**src/glos_pkg.sv**
```systemverilog
package glos_pkg;

    localparam int MAP_DIM     = 64;
    localparam int TILE_BITS   = 6;
    localparam int FIELD_W     = 6;
    localparam int MASK_W      = 64;
    localparam int COORD_W     = $clog2(MAP_DIM);
    localparam int CELL_COUNT  = MAP_DIM * MAP_DIM;
    localparam int ADDR_W      = $clog2(CELL_COUNT);
    localparam int ERR_W       = COORD_W + 3;
    localparam int QUEUE_DEPTH = 2;
    localparam int QPTR_W      = $clog2(QUEUE_DEPTH);
    localparam int QCNT_W      = $clog2(QUEUE_DEPTH + 1);

    localparam logic ACT_WRITE = 1'b0;
    localparam logic ACT_QUERY = 1'b1;

    localparam logic [1:0] CMD_WRITE  = 2'd0;
    localparam logic [1:0] CMD_QUERY  = 2'd1;
    localparam logic [1:0] CMD_REJECT = 2'd2;

    // bound for grid coordinates, one bit wider than an input field
    localparam logic [FIELD_W:0] DIM_LIMIT = (FIELD_W + 1)'(MAP_DIM);

    typedef struct packed {
        logic [1:0]           kind;
        logic [COORD_W-1:0]   ax;
        logic [COORD_W-1:0]   ay;
        logic [COORD_W-1:0]   bx;
        logic [COORD_W-1:0]   by;
        logic [TILE_BITS-1:0] code;
        logic [COORD_W-1:0]   dx;
        logic [COORD_W-1:0]   dy;
        logic                 sx;
        logic                 sy;
    } glos_cmd_t;

    function automatic logic [ADDR_W-1:0] cell_addr(
        input logic [COORD_W-1:0] x,
        input logic [COORD_W-1:0] y
    );
        logic [ADDR_W-1:0] a;
        a = ADDR_W'(y) * ADDR_W'(MAP_DIM) + ADDR_W'(x);
        return a;
    endfunction

endpackage

```
**src/glos_queue.sv**
```systemverilog
module glos_queue (
    input  logic                 clk,
    input  logic                 rst_n,
    input  logic                 push,
    input  glos_pkg::glos_cmd_t  push_cmd,
    input  logic                 pop,
    output logic                 full,
    output logic                 head_valid,
    output glos_pkg::glos_cmd_t  head
);

    glos_pkg::glos_cmd_t slot_reg [glos_pkg::QUEUE_DEPTH];

    logic [glos_pkg::QPTR_W-1:0] wr_ptr_reg;
    logic [glos_pkg::QPTR_W-1:0] wr_ptr_next;
    logic [glos_pkg::QPTR_W-1:0] rd_ptr_reg;
    logic [glos_pkg::QPTR_W-1:0] rd_ptr_next;
    logic [glos_pkg::QCNT_W-1:0] count_reg;
    logic [glos_pkg::QCNT_W-1:0] count_next;

    assign full       = count_reg == glos_pkg::QCNT_W'(glos_pkg::QUEUE_DEPTH);
    assign head_valid = count_reg != '0;
    assign head       = slot_reg[rd_ptr_reg];

    always_comb
    begin
        wr_ptr_next = wr_ptr_reg;
        rd_ptr_next = rd_ptr_reg;
        count_next  = count_reg;
        if (push)
        begin
            wr_ptr_next = (wr_ptr_reg == glos_pkg::QPTR_W'(glos_pkg::QUEUE_DEPTH - 1))
                        ? '0 : wr_ptr_reg + 1'b1;
        end
        if (pop)
        begin
            rd_ptr_next = (rd_ptr_reg == glos_pkg::QPTR_W'(glos_pkg::QUEUE_DEPTH - 1))
                        ? '0 : rd_ptr_reg + 1'b1;
        end
        if (push && !pop)
        begin
            count_next = count_reg + 1'b1;
        end
        else if (pop && !push)
        begin
            count_next = count_reg - 1'b1;
        end
    end

    always_ff @(posedge clk or negedge rst_n)
    begin
        if (!rst_n)
        begin
            wr_ptr_reg <= '0;
            rd_ptr_reg <= '0;
            count_reg  <= '0;
        end
        else
        begin
            wr_ptr_reg <= wr_ptr_next;
            rd_ptr_reg <= rd_ptr_next;
            count_reg  <= count_next;
        end
    end

    always_ff @(posedge clk)
    begin
        if (push)
        begin
            slot_reg[wr_ptr_reg] <= push_cmd;
        end
    end

    a_no_push_full: assert property (@(posedge clk) disable iff (!rst_n)
        push |-> !full)
        else $error("request pushed into a full queue");

    a_no_pop_empty: assert property (@(posedge clk) disable iff (!rst_n)
        pop |-> head_valid)
        else $error("pop from an empty queue");

endmodule

```
**config.mk**
```make
export PLATFORM = sky130hd
export DESIGN_NAME = glos_queue
export DESIGN_NICKNAME = d
export VERILOG_FILES = /design/src/glos_pkg.sv /design/src/glos_queue.sv
export SDC_FILE = /design/constraint.sdc
export NUM_CORES = 1
export LEC_CHECK = 0
export ABC_AREA = 1
export BUFFER_PORTS_ARGS = -buffer_cell sky130_fd_sc_hd__buf_4
export CAP_MARGIN = 5
export CORE_AREA = 2 2 73 110
export CTS_CLUSTER_DIAMETER = 150
export DETAILED_ROUTE_END_ITERATION = 8
export DIE_AREA = 0 0 75 112
export GPL_ROUTABILITY_DRIVEN = 0
export PLACE_DENSITY = 0.8
export SYNTH_ARGS = -nofsm -noshare
export SYNTH_HDL_FRONTEND = slang
export SYNTH_SLANG_ARGS = --single-unit
```
**constraint.sdc**
```tcl
create_clock -name clk -period 3.9 [get_ports clk]
set_input_delay 0.78 -clock clk [delete_from_list [all_inputs] [get_ports clk]]
set_output_delay 0.78 -clock clk [all_outputs]
set_load 0.01 [all_outputs]
```
Yosys cells after proc, flatten, opt, wreduce, memory -nomap -nowiden:

Memory sizes are Yosys's and may differ from the RTL's.
Index checks and enable logic that the tools add are counted.

* output and inout bits: 48
* register bits: 4
* input bits: 50
* memories kept: 1
* bits in writable memories: 92
* logic and storage cells: 21

* mux-type cells: 6
* eq/ne operators: 1
* reductions and logical operators: 6
* $add $sub $neg: 4

Memories
* slot_reg: depth 2, width 46, read ports 1, clocked after Yosys merged registers in 0, write ports 1, RTL line glos_queue.sv:12 `glos_pkg::glos_cmd_t slot_reg [glos_pkg::QUEUE_DEPTH];`

Operators by type and width (count)
* $mux W1: 4
* $mux W2: 2
* $reduce_bool A2 Y1: 2
* $add A1 B1 Y1 const B: 2
* $add A2 B1 Y2 const B: 1
* $eq A2 B2 Y1 const B: 1
* $logic_and A1 B1 Y1: 2
* $logic_not A1 Y1: 2
* $sub A2 B1 Y2 const B: 1

Longest topological paths before layout:

* depth in word-level cells: 4
* gate-level depth with buffers: 7
* mapped depth without buffers: 7

Worst setup path before layout:

OpenSTA, ideal clock, no wires.

* path type: input port to flip-flop
* from: input port push
* to: memory slot_reg[0][0] (netlist bit) (enable)
* stages: 2
* arrival time: 2753 ps
* library setup time: 451 ps
* path slack: 696 ps
* required time: 3449 ps
* buffers on the path: 0
* cells stage by stage: inv_1 nor2_1

* longest elaborated chain between the ends: 2

Ends and longest elaborated chain
* start, declared: RTL line glos_queue.sv:4 `input logic push,`
* $mux W1: RTL line glos_queue.sv:68 `if (push)`
* $mux W1 (not written as such): RTL line glos_queue.sv:70 `slot_reg[wr_ptr_reg] <= push_cmd;`
* end, declared: RTL line glos_queue.sv:12

Every way passes these cells.

==> impl_metrics.json <==
{
  "run_status": "finished clean",
  "die_h_um": 112,
  "final_cells": 379,
  "final_area_um2": 4732,
  "regToRegSetupSlack_ns": 2.11,
  "clkPwrFrac_pct": 22.5,
  "dr.pass1.iters": 5,
  "fin_ws_ns": 1.111,
  "final_cell_mix": "100 x buf_4, 92 x edfxtp_1, 30 x mux2_4",
  "ios": 98,
  "grt_pass1_vias": 1911,
  "overflow": 0,
  "hp-class": "input port to async pin",
  "die_area_um2": 8400,
  "worst_pin_slew_ns": 1.015,
  "synth_top_area_cell": "edfxtp_1",
  "slew_headroom_pct": 32.34,
  "postCtsHoldBufs": 0,
  "synth.ff_latch_count": 96,
  "drt_iter0_markers": 103,
  "root_buffer": "clkbuf_16",
  "total_power_mw": 3.296,
  "ant_nets": 0,
  "startpoint_type": "flip-flop",
  "cp_common_cell": "buf_4",
  "criticalPathCategory": "flip-flop to output pin",
  "final-max-slew-violation-count": 0,
  "ys_top_cells_by_area": "edfxtp_1 76%, mux2_4 12%, mux2_2 4.9%, dfrtp_1 2.7%, buf_6 1.2%",
  "yosys_warnings": 0,
  "hold_violations": 0,
  "placed_area_um2": 4487,
  "vias": 1798,
  "grt_usage_pct": 15.88,
  "r2r_cells": 2,
  "setup_viol": 0,
  "rows": 39,
  "cap_violations": 0,
  "fmax_mhz": 358.6,
  "timing.final.crit_period_ns": 2.789,
  "vdd_drop_max_v": 0.0004413,
  "synthToLayoutAreaGrowth_pct": 29.65,
  "r2r_start": "wr_ptr_reg",
  "grt_pass1_wl_um": 9294,
  "p_comb_share_pct": 32.2,
  "drcViolationCount": 0,
  "cp.required_ns": 3.12,
  "wl_um": 6192,
  "post-place-ws_ns": 1.434,
  "die_x_um": 75,
  "grt_max_degree": 47,
  "nets": 325,
  "layout-drive-gt1-share_pct": 57.40,
  "power.density_nw_per_um2": 696.6,
  "finClkSkew_ns": 0.003802,
  "yosys.area.top_type_share_pct": 75.69,
  "p_leak_nw": 1.897,
  "synth_nets": 219,
  "p_sw_mw": 0.8899,
  "avgRoutedWirePerCell_um": 16.34,
  "yosysSeqAreaShare_pct": 78.44,
  "critical_path.max_fanout": 24,
  "cts_buffers": 9,
  "postCtsSetupBuffers": 0,
  "dpl.hpwl_um": 4272,
  "period_share_pct": 71.50,
  "rsz0062_at_grt": "no",
  "worstSkewPairLatency_ns": 0.33,
  "p_seq_share_pct": 45.3,
  "final_common_cell": "buf_4",
  "syn-instance-count": 168,
  "synth.distinct_cells": 14,
  "clkSlewWorstSetupHoldPaths_ns": 0.06,
  "start_util_pct": 48.89,
  "netlist_area_um2": 3650,
  "portBuffers": 97,
  "p_int_mw": 2.406,
  "crit_chain": "buf_4 -> mux2_2 -> buf_4",
  "antenna_found_initial": 0,
  "tritoncts": "yes",
  "post-place-cells": 365,
  "antenna_cells": 0,
  "critPathSlowestCell": "dfrtp_2",
  "coreArea_um2": 7466,
  "syn_avg_cell_area_um2": 21.72,
  "slowest_delay_ns": 0.79,
  "tns_ns": 0,
  "largest_reg_flops": 92,
  "swShare_pct": 27.00,
  "ctsResizeCount": 0,
  "h-tree-depth": 3,
  "via_per_inst": 4.744,
  "cts_sinks": 96,
  "cts_max_path_buffers": 2,
  "end_kind": "output pin",
  "arrival_ns": 2.01,
  "r2r-end": "slot_reg[0][1]"
}
## cell usage after synthesis
cell / instances
edfxtp_1: 92
mux2_4: 30
mux2_2: 16
inv_1: 7
nand2_1: 6
buf_6: 4
dfrtp_1: 4
nor2_1: 2
xor2_1: 2
buf_2: 1
ha_1: 1
nand3_1: 1
nand4_1: 1
xnor2_1: 1
## cell families after synthesis
kind of cell,count (synthesis),share of synthesized area [%]
fa+ha+maj,1,0.3428
simple gates,10,1.131
xor+xnor,3,0.7200
buf+inv,12,2.091
flops,96,78.44
mux,46,17.28
## cell type report
class	count	area (um2)
Clock buffer	12	236.5
Clock inverter	2	8.758
Fill cell	553	2734
Inverter	7	26.28
Multi-Input combinational cell	60	718.2
Sequential cell	96	2864
Tap cell	102	127.6
Timing Repair Buffer	100	750.7
## worst max path at each step
stage	startpoint	slack, ns	end
3_5_place_dp	rd_ptr_reg	1.43	head[20]
4_1_cts	rd_ptr_reg	1.08	head[20]
3_3_place_gp	rd_ptr_reg	1.48	head[18]
5_1_grt	rd_ptr_reg	1.01	head[20]
6_report	rd_ptr_reg	1.11	head[20]
2_1_floorplan	push	0.70	slot_reg[0][0]
## stage by stage
stage / utilization, % / hold slack [ns]
2_1_floorplan: - / 0.4417
3_3_place_gp: 60.10 / 0.4549
3_5_place_dp: 60.10 / 0.4762
4_1_cts: 63.38 / 0.2218
5_1_grt: 63.38 / 0.2225
6_report: 63.38 / 0.2306
## power by group through the flow
stage / sequential (mW) / combinational [mW] / clock, mW
floorplan: 1.44 / 0.708 / 0
global placement: 1.50 / 1.07 / 0
detailed placement: 1.52 / 1.08 / 0
CTS: 1.50 / 1.08 / 0.757
global route: 1.52 / 1.14 / 0.802
finish: 1.49 / 1.06 / 0.743
## routing by layer
layer / GRT usage, % / up-vias / wire (um)
li1: - / 851 / -
met1: 16.99 / 888 / 2264
met2: 26.84 / 50 / 3422
met3: 4.706 / 9 / 347
met4: 9.048 / 0 / 157
met5: 0 / - / 0
## critical path: cells and delay by family (launching register included)
kind	cells	cell delay (ns)
muxes	1	0.37
DFF	1	0.79
buffers and inverters	2	0.51
No activity file was read; power rests on OpenSTA's default activity.
