## src/glos_pkg.sv

```systemverilog
package glos_pkg;

    localparam int MAP_DIM     = 64;
    localparam int TILE_BITS   = 6;
    localparam int FIELD_W     = 6;
    localparam int MASK_W      = 64;
    localparam int COORD_W     = $clog2(MAP_DIM);
    localparam int CELL_COUNT  = MAP_DIM * MAP_DIM;
    localparam int ADDR_W      = $clog2(CELL_COUNT);
    localparam int ERR_W       = COORD_W + 3;
    localparam int QUEUE_DEPTH = 2;
    localparam int QPTR_W      = $clog2(QUEUE_DEPTH);
    localparam int QCNT_W      = $clog2(QUEUE_DEPTH + 1);

    localparam logic ACT_WRITE = 1'b0;
    localparam logic ACT_QUERY = 1'b1;

    localparam logic [1:0] CMD_WRITE  = 2'd0;
    localparam logic [1:0] CMD_QUERY  = 2'd1;
    localparam logic [1:0] CMD_REJECT = 2'd2;

    // bound for grid coordinates, one bit wider than an input field
    localparam logic [FIELD_W:0] DIM_LIMIT = (FIELD_W + 1)'(MAP_DIM);

    typedef struct packed {
        logic [1:0]           kind;
        logic [COORD_W-1:0]   ax;
        logic [COORD_W-1:0]   ay;
        logic [COORD_W-1:0]   bx;
        logic [COORD_W-1:0]   by;
        logic [TILE_BITS-1:0] code;
        logic [COORD_W-1:0]   dx;
        logic [COORD_W-1:0]   dy;
        logic                 sx;
        logic                 sy;
    } glos_cmd_t;

    function automatic logic [ADDR_W-1:0] cell_addr(
        input logic [COORD_W-1:0] x,
        input logic [COORD_W-1:0] y
    );
        logic [ADDR_W-1:0] a;
        a = ADDR_W'(y) * ADDR_W'(MAP_DIM) + ADDR_W'(x);
        return a;
    endfunction

endpackage

```

## src/glos_front.sv

```systemverilog
module glos_front (
    input  logic                           start,
    input  logic                           full,
    input  logic                           action,
    input  logic [glos_pkg::FIELD_W-1:0]   cell_x,
    input  logic [glos_pkg::FIELD_W-1:0]   cell_y,
    input  logic [glos_pkg::FIELD_W-1:0]   tile_code,
    input  logic [glos_pkg::FIELD_W-1:0]   from_x,
    input  logic [glos_pkg::FIELD_W-1:0]   from_y,
    input  logic [glos_pkg::FIELD_W-1:0]   to_x,
    input  logic [glos_pkg::FIELD_W-1:0]   to_y,
    output logic                           push,
    output glos_pkg::glos_cmd_t            cmd
);

    logic write_off;
    logic query_off;
    logic [glos_pkg::COORD_W-1:0] ax;
    logic [glos_pkg::COORD_W-1:0] ay;
    logic [glos_pkg::COORD_W-1:0] bx;
    logic [glos_pkg::COORD_W-1:0] by;

    assign write_off = ({1'b0, cell_x} >= glos_pkg::DIM_LIMIT)
                    || ({1'b0, cell_y} >= glos_pkg::DIM_LIMIT);
    assign query_off = ({1'b0, from_x} >= glos_pkg::DIM_LIMIT)
                    || ({1'b0, from_y} >= glos_pkg::DIM_LIMIT)
                    || ({1'b0, to_x} >= glos_pkg::DIM_LIMIT)
                    || ({1'b0, to_y} >= glos_pkg::DIM_LIMIT);

    assign ax = glos_pkg::COORD_W'(from_x);
    assign ay = glos_pkg::COORD_W'(from_y);
    assign bx = glos_pkg::COORD_W'(to_x);
    assign by = glos_pkg::COORD_W'(to_y);

    // writes off the grid are dropped here and never reach the queue
    assign push = start && !full && !(action == glos_pkg::ACT_WRITE && write_off);

    always_comb
    begin
        cmd = '0;
        if (action == glos_pkg::ACT_WRITE)
        begin
            cmd.kind = glos_pkg::CMD_WRITE;
            cmd.ax   = glos_pkg::COORD_W'(cell_x);
            cmd.ay   = glos_pkg::COORD_W'(cell_y);
            cmd.code = tile_code[glos_pkg::TILE_BITS-1:0];
        end
        else
        begin
            cmd.kind = query_off ? glos_pkg::CMD_REJECT : glos_pkg::CMD_QUERY;
            cmd.ax   = ax;
            cmd.ay   = ay;
            cmd.bx   = bx;
            cmd.by   = by;
            cmd.dx   = (bx > ax) ? bx - ax : ax - bx;
            cmd.dy   = (by > ay) ? by - ay : ay - by;
            cmd.sx   = ax < bx;
            cmd.sy   = ay < by;
        end
    end

endmodule

```

## config.mk

```make
export PLATFORM = sky130hd
export DESIGN_NAME = glos_front
export DESIGN_NICKNAME = d
export VERILOG_FILES = /design/src/glos_pkg.sv /design/src/glos_front.sv
export SDC_FILE = /design/constraint.sdc
export NUM_CORES = 1
export LEC_CHECK = 0
export ABC_AREA = 1
export BUFFER_PORTS_ARGS = -buffer_cell sky130_fd_sc_hd__buf_4
export CAP_MARGIN = 20
export CORE_ASPECT_RATIO = 1.4
export CORE_MARGIN = 8
export CORE_UTILIZATION = 50
export DETAILED_ROUTE_END_ITERATION = 7
export GPL_TIMING_DRIVEN = 0
export PLACE_DENSITY = 0.9
export SYNTH_ARGS = -nofsm -noshare
export SYNTH_HDL_FRONTEND = slang
export SYNTH_SLANG_ARGS = --single-unit
```

## constraint.sdc

```tcl
create_clock -name vclk -period 2.45
set_input_delay 0.3675 -clock vclk [all_inputs]
set_output_delay 0.3675 -clock vclk [all_outputs]
set_load 0.03 [all_outputs]
```

==> Word level (Yosys, flattened, before mapping) <==
Cells that the tools add are included.
{ "op_classes": {"add_sub_neg": 4, "mul": 0, "div": 0, "n_lt_le_gt_ge": 4, "eq_ne": 0, "shifts": 0, "mux": 6, "bitwise_logic": 0, "reduce_logical": 2} }
{ "ops": {"columns": ["cell", "n"], "rows": [
  ["subtractor 6 bit", 4],
  ["two-way mux 6 bit", 3],
  ["two-way mux 14 bit", 1],
  ["two-way mux 13 bit", 1],
  ["greater-than comparator 6 bit", 2],
  ["< comparator 6 bit", 2],
  ["two-way mux 12 bit", 1],
  ["logical AND 1 bit", 1],
  ["logical NOT 1 bit", 1]
]} }
{ "totals": {"register_bits": 0, "latch_bits": 0, "mem_bits_rw": 0, "mem_bits_ro": 0, "elab_cells": 16, "n_memories": 0} }

==> Longest topological paths before layout <==
Gate-level depths: netlist (run 1).
{ "logic_depth": {"depth_word": 3, "ltp_mapped": 12, "mapped_depth_nobuf": 11} }

==> Least setup slack after synthesis (run 1) <==
OpenSTA, ideal clock, no wires.
{ "synth_timing": {"path_type": "input-to-output", "from": "input to_x[0] (netlist name)", "to": "output cmd[13] (netlist name)", "t_arrival_ps": 1800, "slack_ps": 283, "stages": 11, "n_path_buf": 0, "path_cell_list": "inv_1 ha_1 inv_1 fa_1 nand2_1 nand3_2 nand2_4 inv_4 nand2_1 nand2_1 nor2_1"} }
{ "synth_lines": {"columns": ["element", "line_no", "text"], "rows": [
  ["start: declaration", "glos_front.sv:10", "input logic [glos_pkg::FIELD_W-1:0] to_x,"],
  ["end: declaration", "glos_front.sv:13", "output glos_pkg::glos_cmd_t cmd"]
]} }

==> flow_metrics.env, run 1 <==
export IMPL_run_status="finished clean"
export IMPL_synth_avg_cell_area_um2=5.519
export IMPL_nClkBuffers=0
export IMPL_synth_seq_area_share_pct=0
export IMPL_drive_gt1_share_pct=32.16
export IMPL_dr_total_vias=1946
export IMPL_synth_top_cells_by_count="75 x sky130_fd_sc_hd__nand2_1, 60 x sky130_fd_sc_hd__inv_1, 31 x sky130_fd_sc_hd__nor2_1"
export IMPL_max_cap_viol_count=0
export IMPL_grt_overflow_total=0
export IMPL_first_iter_violations=55
export IMPL_critPathSlowestCell="sky130_fd_sc_hd__fa_1"
export IMPL_synthesis_instances=280
export IMPL_critical_path_max_fanout=5
export IMPL_detailedPlacementHpwl_um=4368
export IMPL_area_used_by_multi_input_combinational_logic_um2=1231
export IMPL_numPlacedInstances=409
export IMPL_yosys_cell_types_count=28
export IMPL_setup_violations=0
export IMPL_grt_start_max_net_pins=11
export IMPL_startpoint_types="input port"
export IMPL_place_port_buffers=90
export IMPL_post_layout_nonfiller_instances=409
export IMPL_yosys_cell_count_top_type="sky130_fd_sc_hd__nand2_1"
export IMPL_report_power_total_uw=638.1
export IMPL_ctsResizeCount=0
export IMPL_hold_viol_final=0
export IMPL_finalSetupTns_ps=0
export IMPL_grt_util_all_layers_pct=17.87
export IMPL_drt_pre_antenna_iters=4
export IMPL_synth_fp_nets=353
export IMPL_required_time_of_the_worst_setup_path_ps=2080
export IMPL_worst_ep_arrival_time_ps=1930
export IMPL_powerDensity_nw_per_um2=281.1
export IMPL_critical_path_most_common_cell="sky130_fd_sc_hd__nand2_1"
export IMPL_rows=24
export IMPL_min_delay_path_class="input port to output port"
export IMPL_yosysWarnings=0
export IMPL_seq_cell_count=0
export IMPL_cellLeakagePower_uw=0.001472
export IMPL_slew_viol_final=0
export IMPL_period_share_pct=93.89
export IMPL_die_y_um=81.78
export IMPL_wl_per_cell_um=12.37
export IMPL_path_cells="buf_4 -> inv_1 -> ha_1 -> inv_1 -> fa_1 -> nand2_1 -> nand3_2 -> nand2_4 -> inv_4 -> nand2_1 -> nand2_1 -> nor2_2 -> buf_4"
export IMPL_nFillCells=284
export IMPL_route_antenna_remaining_nets=0
export IMPL_chipWidth_um=62.99
export IMPL_start_util_pct=50.95
export IMPL_globalplace_congestion=0.9001
export IMPL_cts_hold_buffers=0
export IMPL_netlist_area_um2=1545
export IMPL_antenna_cells_inserted=0
export IMPL_fp_coreArea_um2=3033
export IMPL_grt_pass1_vias=1902
export IMPL_number_of_cells_traversed_by_the_worst_hold_path=2
export IMPL_synth_top_area_share_pct=19.43
export IMPL_grt_setup_unrepaired="false"
export IMPL_post_synthesis_cell_type_with_the_largest_combined_area="sky130_fd_sc_hd__ha_1"
export IMPL_endpoint_kind="output port"
export IMPL_clock_fmax_ghz=0.4347
export IMPL_timing_slew_headroom_pct=63.38
export IMPL_cts_post_setup_buffers_inserted=0
export IMPL_grt_first_pass_wirelength_um=7941
export IMPL_floorplan_io_pins=92
export IMPL_criticalPathCategory="input port to output port"
export IMPL_die_area_um2=5151
export IMPL_detailedPlace_worstSlack_ps=156.1
export IMPL_post_drt_via_cell_ratio=4.758
export IMPL_wire_length_reported_by_the_detailed_router_um=5058
export IMPL_worstMarginPinSlew_ps=549.3
export IMPL_initial_antenna_violation_count=0
export IMPL_timing_critical_path_slowest_cell_delay_ps=410
export IMPL_area_delta_synth_final_pct=46.88
export IMPL_finalNetCount=445
export IMPL_drt_drc_violations_left=0
export IMPL_peak_ir_drop_on_the_vdd_network_uv=157.7
export IMPL_seqCellArea_um2=0
export IMPL_yosys_top_cells_area="sky130_fd_sc_hd__ha_1 19%, sky130_fd_sc_hd__nand2_1 18%, sky130_fd_sc_hd__inv_1 15%, sky130_fd_sc_hd__nor2_1 7.5%, sky130_fd_sc_hd__fa_1 5.2%"
export IMPL_layout_setup_ws_ps=149.6
export IMPL_fin_crit_period_ps=2300
critical path, delay by kind of cell:
family / cells / cell delay, ps
adders and majority gates: 2 / 580
buffers and inverters: 5 / 440
and+or+nand+nor: 6 / 550
power breakdown:
part	internal [µW]	leakage [µW]	switching, µW
Sequential	0	0	0
Combinational	250	0.00147	388
Clock	0	0	0
worst paths after layout:
kind	start	endpoint	slack, ps
worst min-delay path	action	cmd[44]	960
worst max-delay path	to_y[0]	cmd[7]	150
cell type report:
| type | instances | share of cell area [%] |
|---|---|---|
| repair buffers | 90 | 29.77 |
| well taps | 39 | 2.150 |
| plain buffers | 14 | 3.363 |
| inverters | 62 | 10.47 |
| multi-input cells | 204 | 54.24 |
logic make-up (layout without fill, tap and decap cells):
logic type,Yosys count,after routing,synth area share [%]
xor+xnor,10,10,5.668
compound gates,33,33,11.58
other cells,1,1,0.2427
buf+inv,76,166,20.32
simple gates,132,132,37.57
fa+ha+maj,28,28,24.62
layout by cell type, fill, tap and decap left out, drive strengths merged, types with 3 or more instances in the layout:
cell type,netlist,final
buf,9,99
nand2,79,79
inv,62,62
nor2,36,36
ha,24,24
o21ai,16,16
a21oi,13,13
nand3,12,12
xor2,9,9
clkbuf,5,5
fa,4,4
or2,3,3
stage by stage:
step	area, µm²	hold WS [ps]	util (%)
after floorplan	1545	846.8	-
after global placement	2270	953.6	74.84
after detailed placement	2270	955.9	74.84
after CTS	2270	956.5	74.84
after global routing	2270	964.0	74.84
final	2270	955.3	74.84
routing by layer:
layer	global-route usage [%]	up-vias	share of wire (%)
li1	-	1011	-
met2	39.77	53	59
met4	3.661	0	1.0
met1	15.96	876	35
met3	3.138	6	5.4
met5	0	-	0
Note: power is estimated with default switching activity, not from simulation.
==> run 2, diff against run 1 <==
Settings changed: ABC_AREA 1 to unset, CORE_UTILIZATION 50 to 48.
==> run 2 against run 1 <==
The run now ends with negative setup slack left. Area after synthesis shrank 11%. Clock-buffer cell count is the same. Die area shrank 5.6%. Design area grew 8.2%. Largest cell class unchanged.
==> flow_metrics.env, run 2 <==
export IMPL_run_status="finished with violations"
export IMPL_failing_checks="negative setup slack"
export IMPL_worst_ep_arrival_time_ps=2410
export IMPL_post_drt_via_cell_ratio=5.349
export IMPL_worstMarginPinSlew_ps=588.7
export IMPL_synthesis_instances=179
export IMPL_yosys_top_cells_area="sky130_fd_sc_hd__ha_1 22%, sky130_fd_sc_hd__mux2i_1 13%, sky130_fd_sc_hd__mux2_2 9.8%, sky130_fd_sc_hd__inv_1 7.6%, sky130_fd_sc_hd__and2_1 6.4%"
export IMPL_grt_util_all_layers_pct=19.96
export IMPL_synth_top_area_share_pct=21.80
export IMPL_finalNetCount=359
export IMPL_die_area_um2=4864
export IMPL_max_cap_viol_count=0
export IMPL_holdWs_ps=1000
export IMPL_nFillCells=139
export IMPL_fp_coreArea_um2=2791
export IMPL_place_port_buffers=91
export IMPL_synth_seq_area_share_pct=0
export IMPL_grt_overflow_total=0
export IMPL_grt_setup_unrepaired="true"
export IMPL_timing_critical_path_slowest_cell_delay_ps=370
export IMPL_peak_ir_drop_on_the_vdd_network_uv=224.8
export IMPL_commonest_cells_after_routing_fill_and_taps_aside="95 x sky130_fd_sc_hd__buf_4, 22 x sky130_fd_sc_hd__inv_1, 21 x sky130_fd_sc_hd__ha_1"
export IMPL_globalplace_congestion=0.8525
export IMPL_clock_fmax_ghz=0.3596
export IMPL_seq_cell_count=0
export IMPL_grt_pass1_vias=1777
export IMPL_critPathSlowestCell="sky130_fd_sc_hd__fa_2"
export IMPL_grt_first_pass_wirelength_um=7769
export IMPL_fin_crit_period_ps=2781
export IMPL_wl_per_cell_um=17.36
export IMPL_timing_slew_headroom_pct=60.76
export IMPL_area_used_by_multi_input_combinational_logic_um2=1371
export IMPL_synth_fp_nets=252
export IMPL_timing_critical_path_max_delay_family="buffers and inverters"
export IMPL_report_power_total_uw=722.7
export IMPL_min_delay_path_class="input port to output port"
export IMPL_synth_top_cells_by_count="28 x sky130_fd_sc_hd__inv_1, 24 x sky130_fd_sc_hd__ha_1, 18 x sky130_fd_sc_hd__mux2i_1"
export IMPL_cts_hold_buffers=0
export IMPL_final_common_cell="sky130_fd_sc_hd__buf_4"
export IMPL_first_iter_violations=89
export IMPL_start_util_pct=49.35
export IMPL_drt_pre_antenna_iters=4
export IMPL_required_time_of_the_worst_setup_path_ps=2080
export IMPL_powerDensity_nw_per_um2=294.4
export IMPL_wire_length_reported_by_the_detailed_router_um=5571
export IMPL_seqCellArea_um2=0
export IMPL_die_y_um=79.39
export IMPL_hold_path_endpoint="push"
export IMPL_endpoint_kind="output port"
export IMPL_hold_viol_final=0
export IMPL_dr_total_vias=1717
export IMPL_post_synthesis_cell_type_with_the_largest_combined_area="sky130_fd_sc_hd__ha_1"
export IMPL_post_layout_nonfiller_instances=321
export IMPL_detailedPlace_worstSlack_ps=-429.4
export IMPL_setup_violations=10
export IMPL_grt_start_max_net_pins=11
export IMPL_numPlacedInstances=307
export IMPL_layout_setup_ws_ps=-330.9
export IMPL_period_share_pct=113.5
export IMPL_floorplan_io_pins=92
export IMPL_chipWidth_um=61.28
export IMPL_synth_avg_cell_area_um2=7.696
export IMPL_path_cells="buf_12 -> inv_12 -> ha_4 -> inv_2 -> fa_2 -> a211oi_2 -> nor2_2 -> o31ai_4 -> buf_6 -> mux2i_2 -> mux2i_2 -> buf_6"
export IMPL_yosysWarnings=0
export IMPL_yosys_cell_count_top_type="sky130_fd_sc_hd__inv_1"
export IMPL_cellLeakagePower_uw=0.001264
export IMPL_critical_path_max_fanout=3
export IMPL_hold_path_startpoint="full"
export IMPL_netlist_area_um2=1378
export IMPL_criticalPathCategory="input port to output port"
export IMPL_rows=23
export IMPL_route_antenna_remaining_nets=0
export IMPL_area_delta_synth_final_pct=78.20
export IMPL_cp_num_buf_inv=5
export IMPL_antenna_cells_inserted=0
export IMPL_yosys_cell_types_count=30
export IMPL_drive_gt1_share_pct=54.58
export IMPL_startpoint_types="input port"
export IMPL_slew_viol_final=0
export IMPL_detailedPlacementHpwl_um=4104
export IMPL_number_of_cells_traversed_by_the_worst_hold_path=3
export IMPL_initial_antenna_violation_count=0
export IMPL_drt_drc_violations_left=0
export IMPL_nClkBuffers=0
[run 2: cell count changes after synthesis, sizes merged, moves of 9 or more]
cell	before	now
o21ai	16	7
inv	62	28
nand2	79	11
mux2i	0	18
nor2b	0	13
and2	0	14
xor2	9	0
mux2	0	12
nor2	36	2
nand3	12	1
[run 2: cells by family (layout without fill, tap and decap cells)]
family | after synthesis | count (layout) | synth area share, %
compound gates | 28 | 28 | 14.71
fa+ha+maj | 28 | 28 | 27.61
buf+inv | 37 | 142 | 11.26
mux | 30 | 30 | 22.89
other cells | 1 | 1 | 0.2722
simple gates | 55 | 55 | 23.25
[run 2: routing by layer]
| metal | up-vias | part of all wire [%] | track usage [%] |
|---|---|---|---|
| li1 | 805 | - | - |
| met2 | 78 | 59 | 41.39 |
| met1 | 814 | 33 | 18.99 |
| met5 | - | 0 | 0 |
| met4 | 0 | 3.1 | 4.918 |
| met3 | 20 | 4.9 | 1.774 |
[run 2: power breakdown]
part / total [µW] / leakage (µW) / internal [µW] / switching [µW]
Clock: 0 / 0 / 0 / 0
Combinational: 723 / 0.00126 / 341 / 382
Sequential: 0 / 0 / 0 / 0
Total: 723 / 0.00126 / 341 / 382
[run 2: final cells by class]
| cell class | instances | share of cell area (%) |
|---|---|---|
| timing repair buffer | 105 | 34.81 |
| inverter | 28 | 5.301 |
| tap | 37 | 1.886 |
| multi-input combinational | 142 | 55.86 |
| buffer | 9 | 2.141 |
[run 2: how the worst max path moves through the flow]
stage,endpoint,startpoint,depth (start not counted)
3_3_place_gp,cmd[13],to_x[0],11
2_1_floorplan,cmd[10],to_x[0],9
3_5_place_dp,cmd[10],to_x[0],11
6_report,cmd[11],to_x[0],12
5_1_grt,cmd[11],to_x[0],12
4_1_cts,cmd[11],to_x[0],12
[run 2: repair_timing]
action                                  4_1_cts  5_1_grt
buffers inserted                              8        6
pin swaps                                     7        7
resized for setup                            18       22
endpoints found under the setup margin       10       12
[run 2: metrics by stage]
step	instance area (µm²)	util, %	TNS [ps]
after global placement	2197	78.71	-2481
after detailed placement	2197	78.71	-2711
after global routing	2455	87.94	-2871
final	2455	87.94	-1856
after CTS	2335	83.64	-1504
after floorplan	1468	-	-609.7
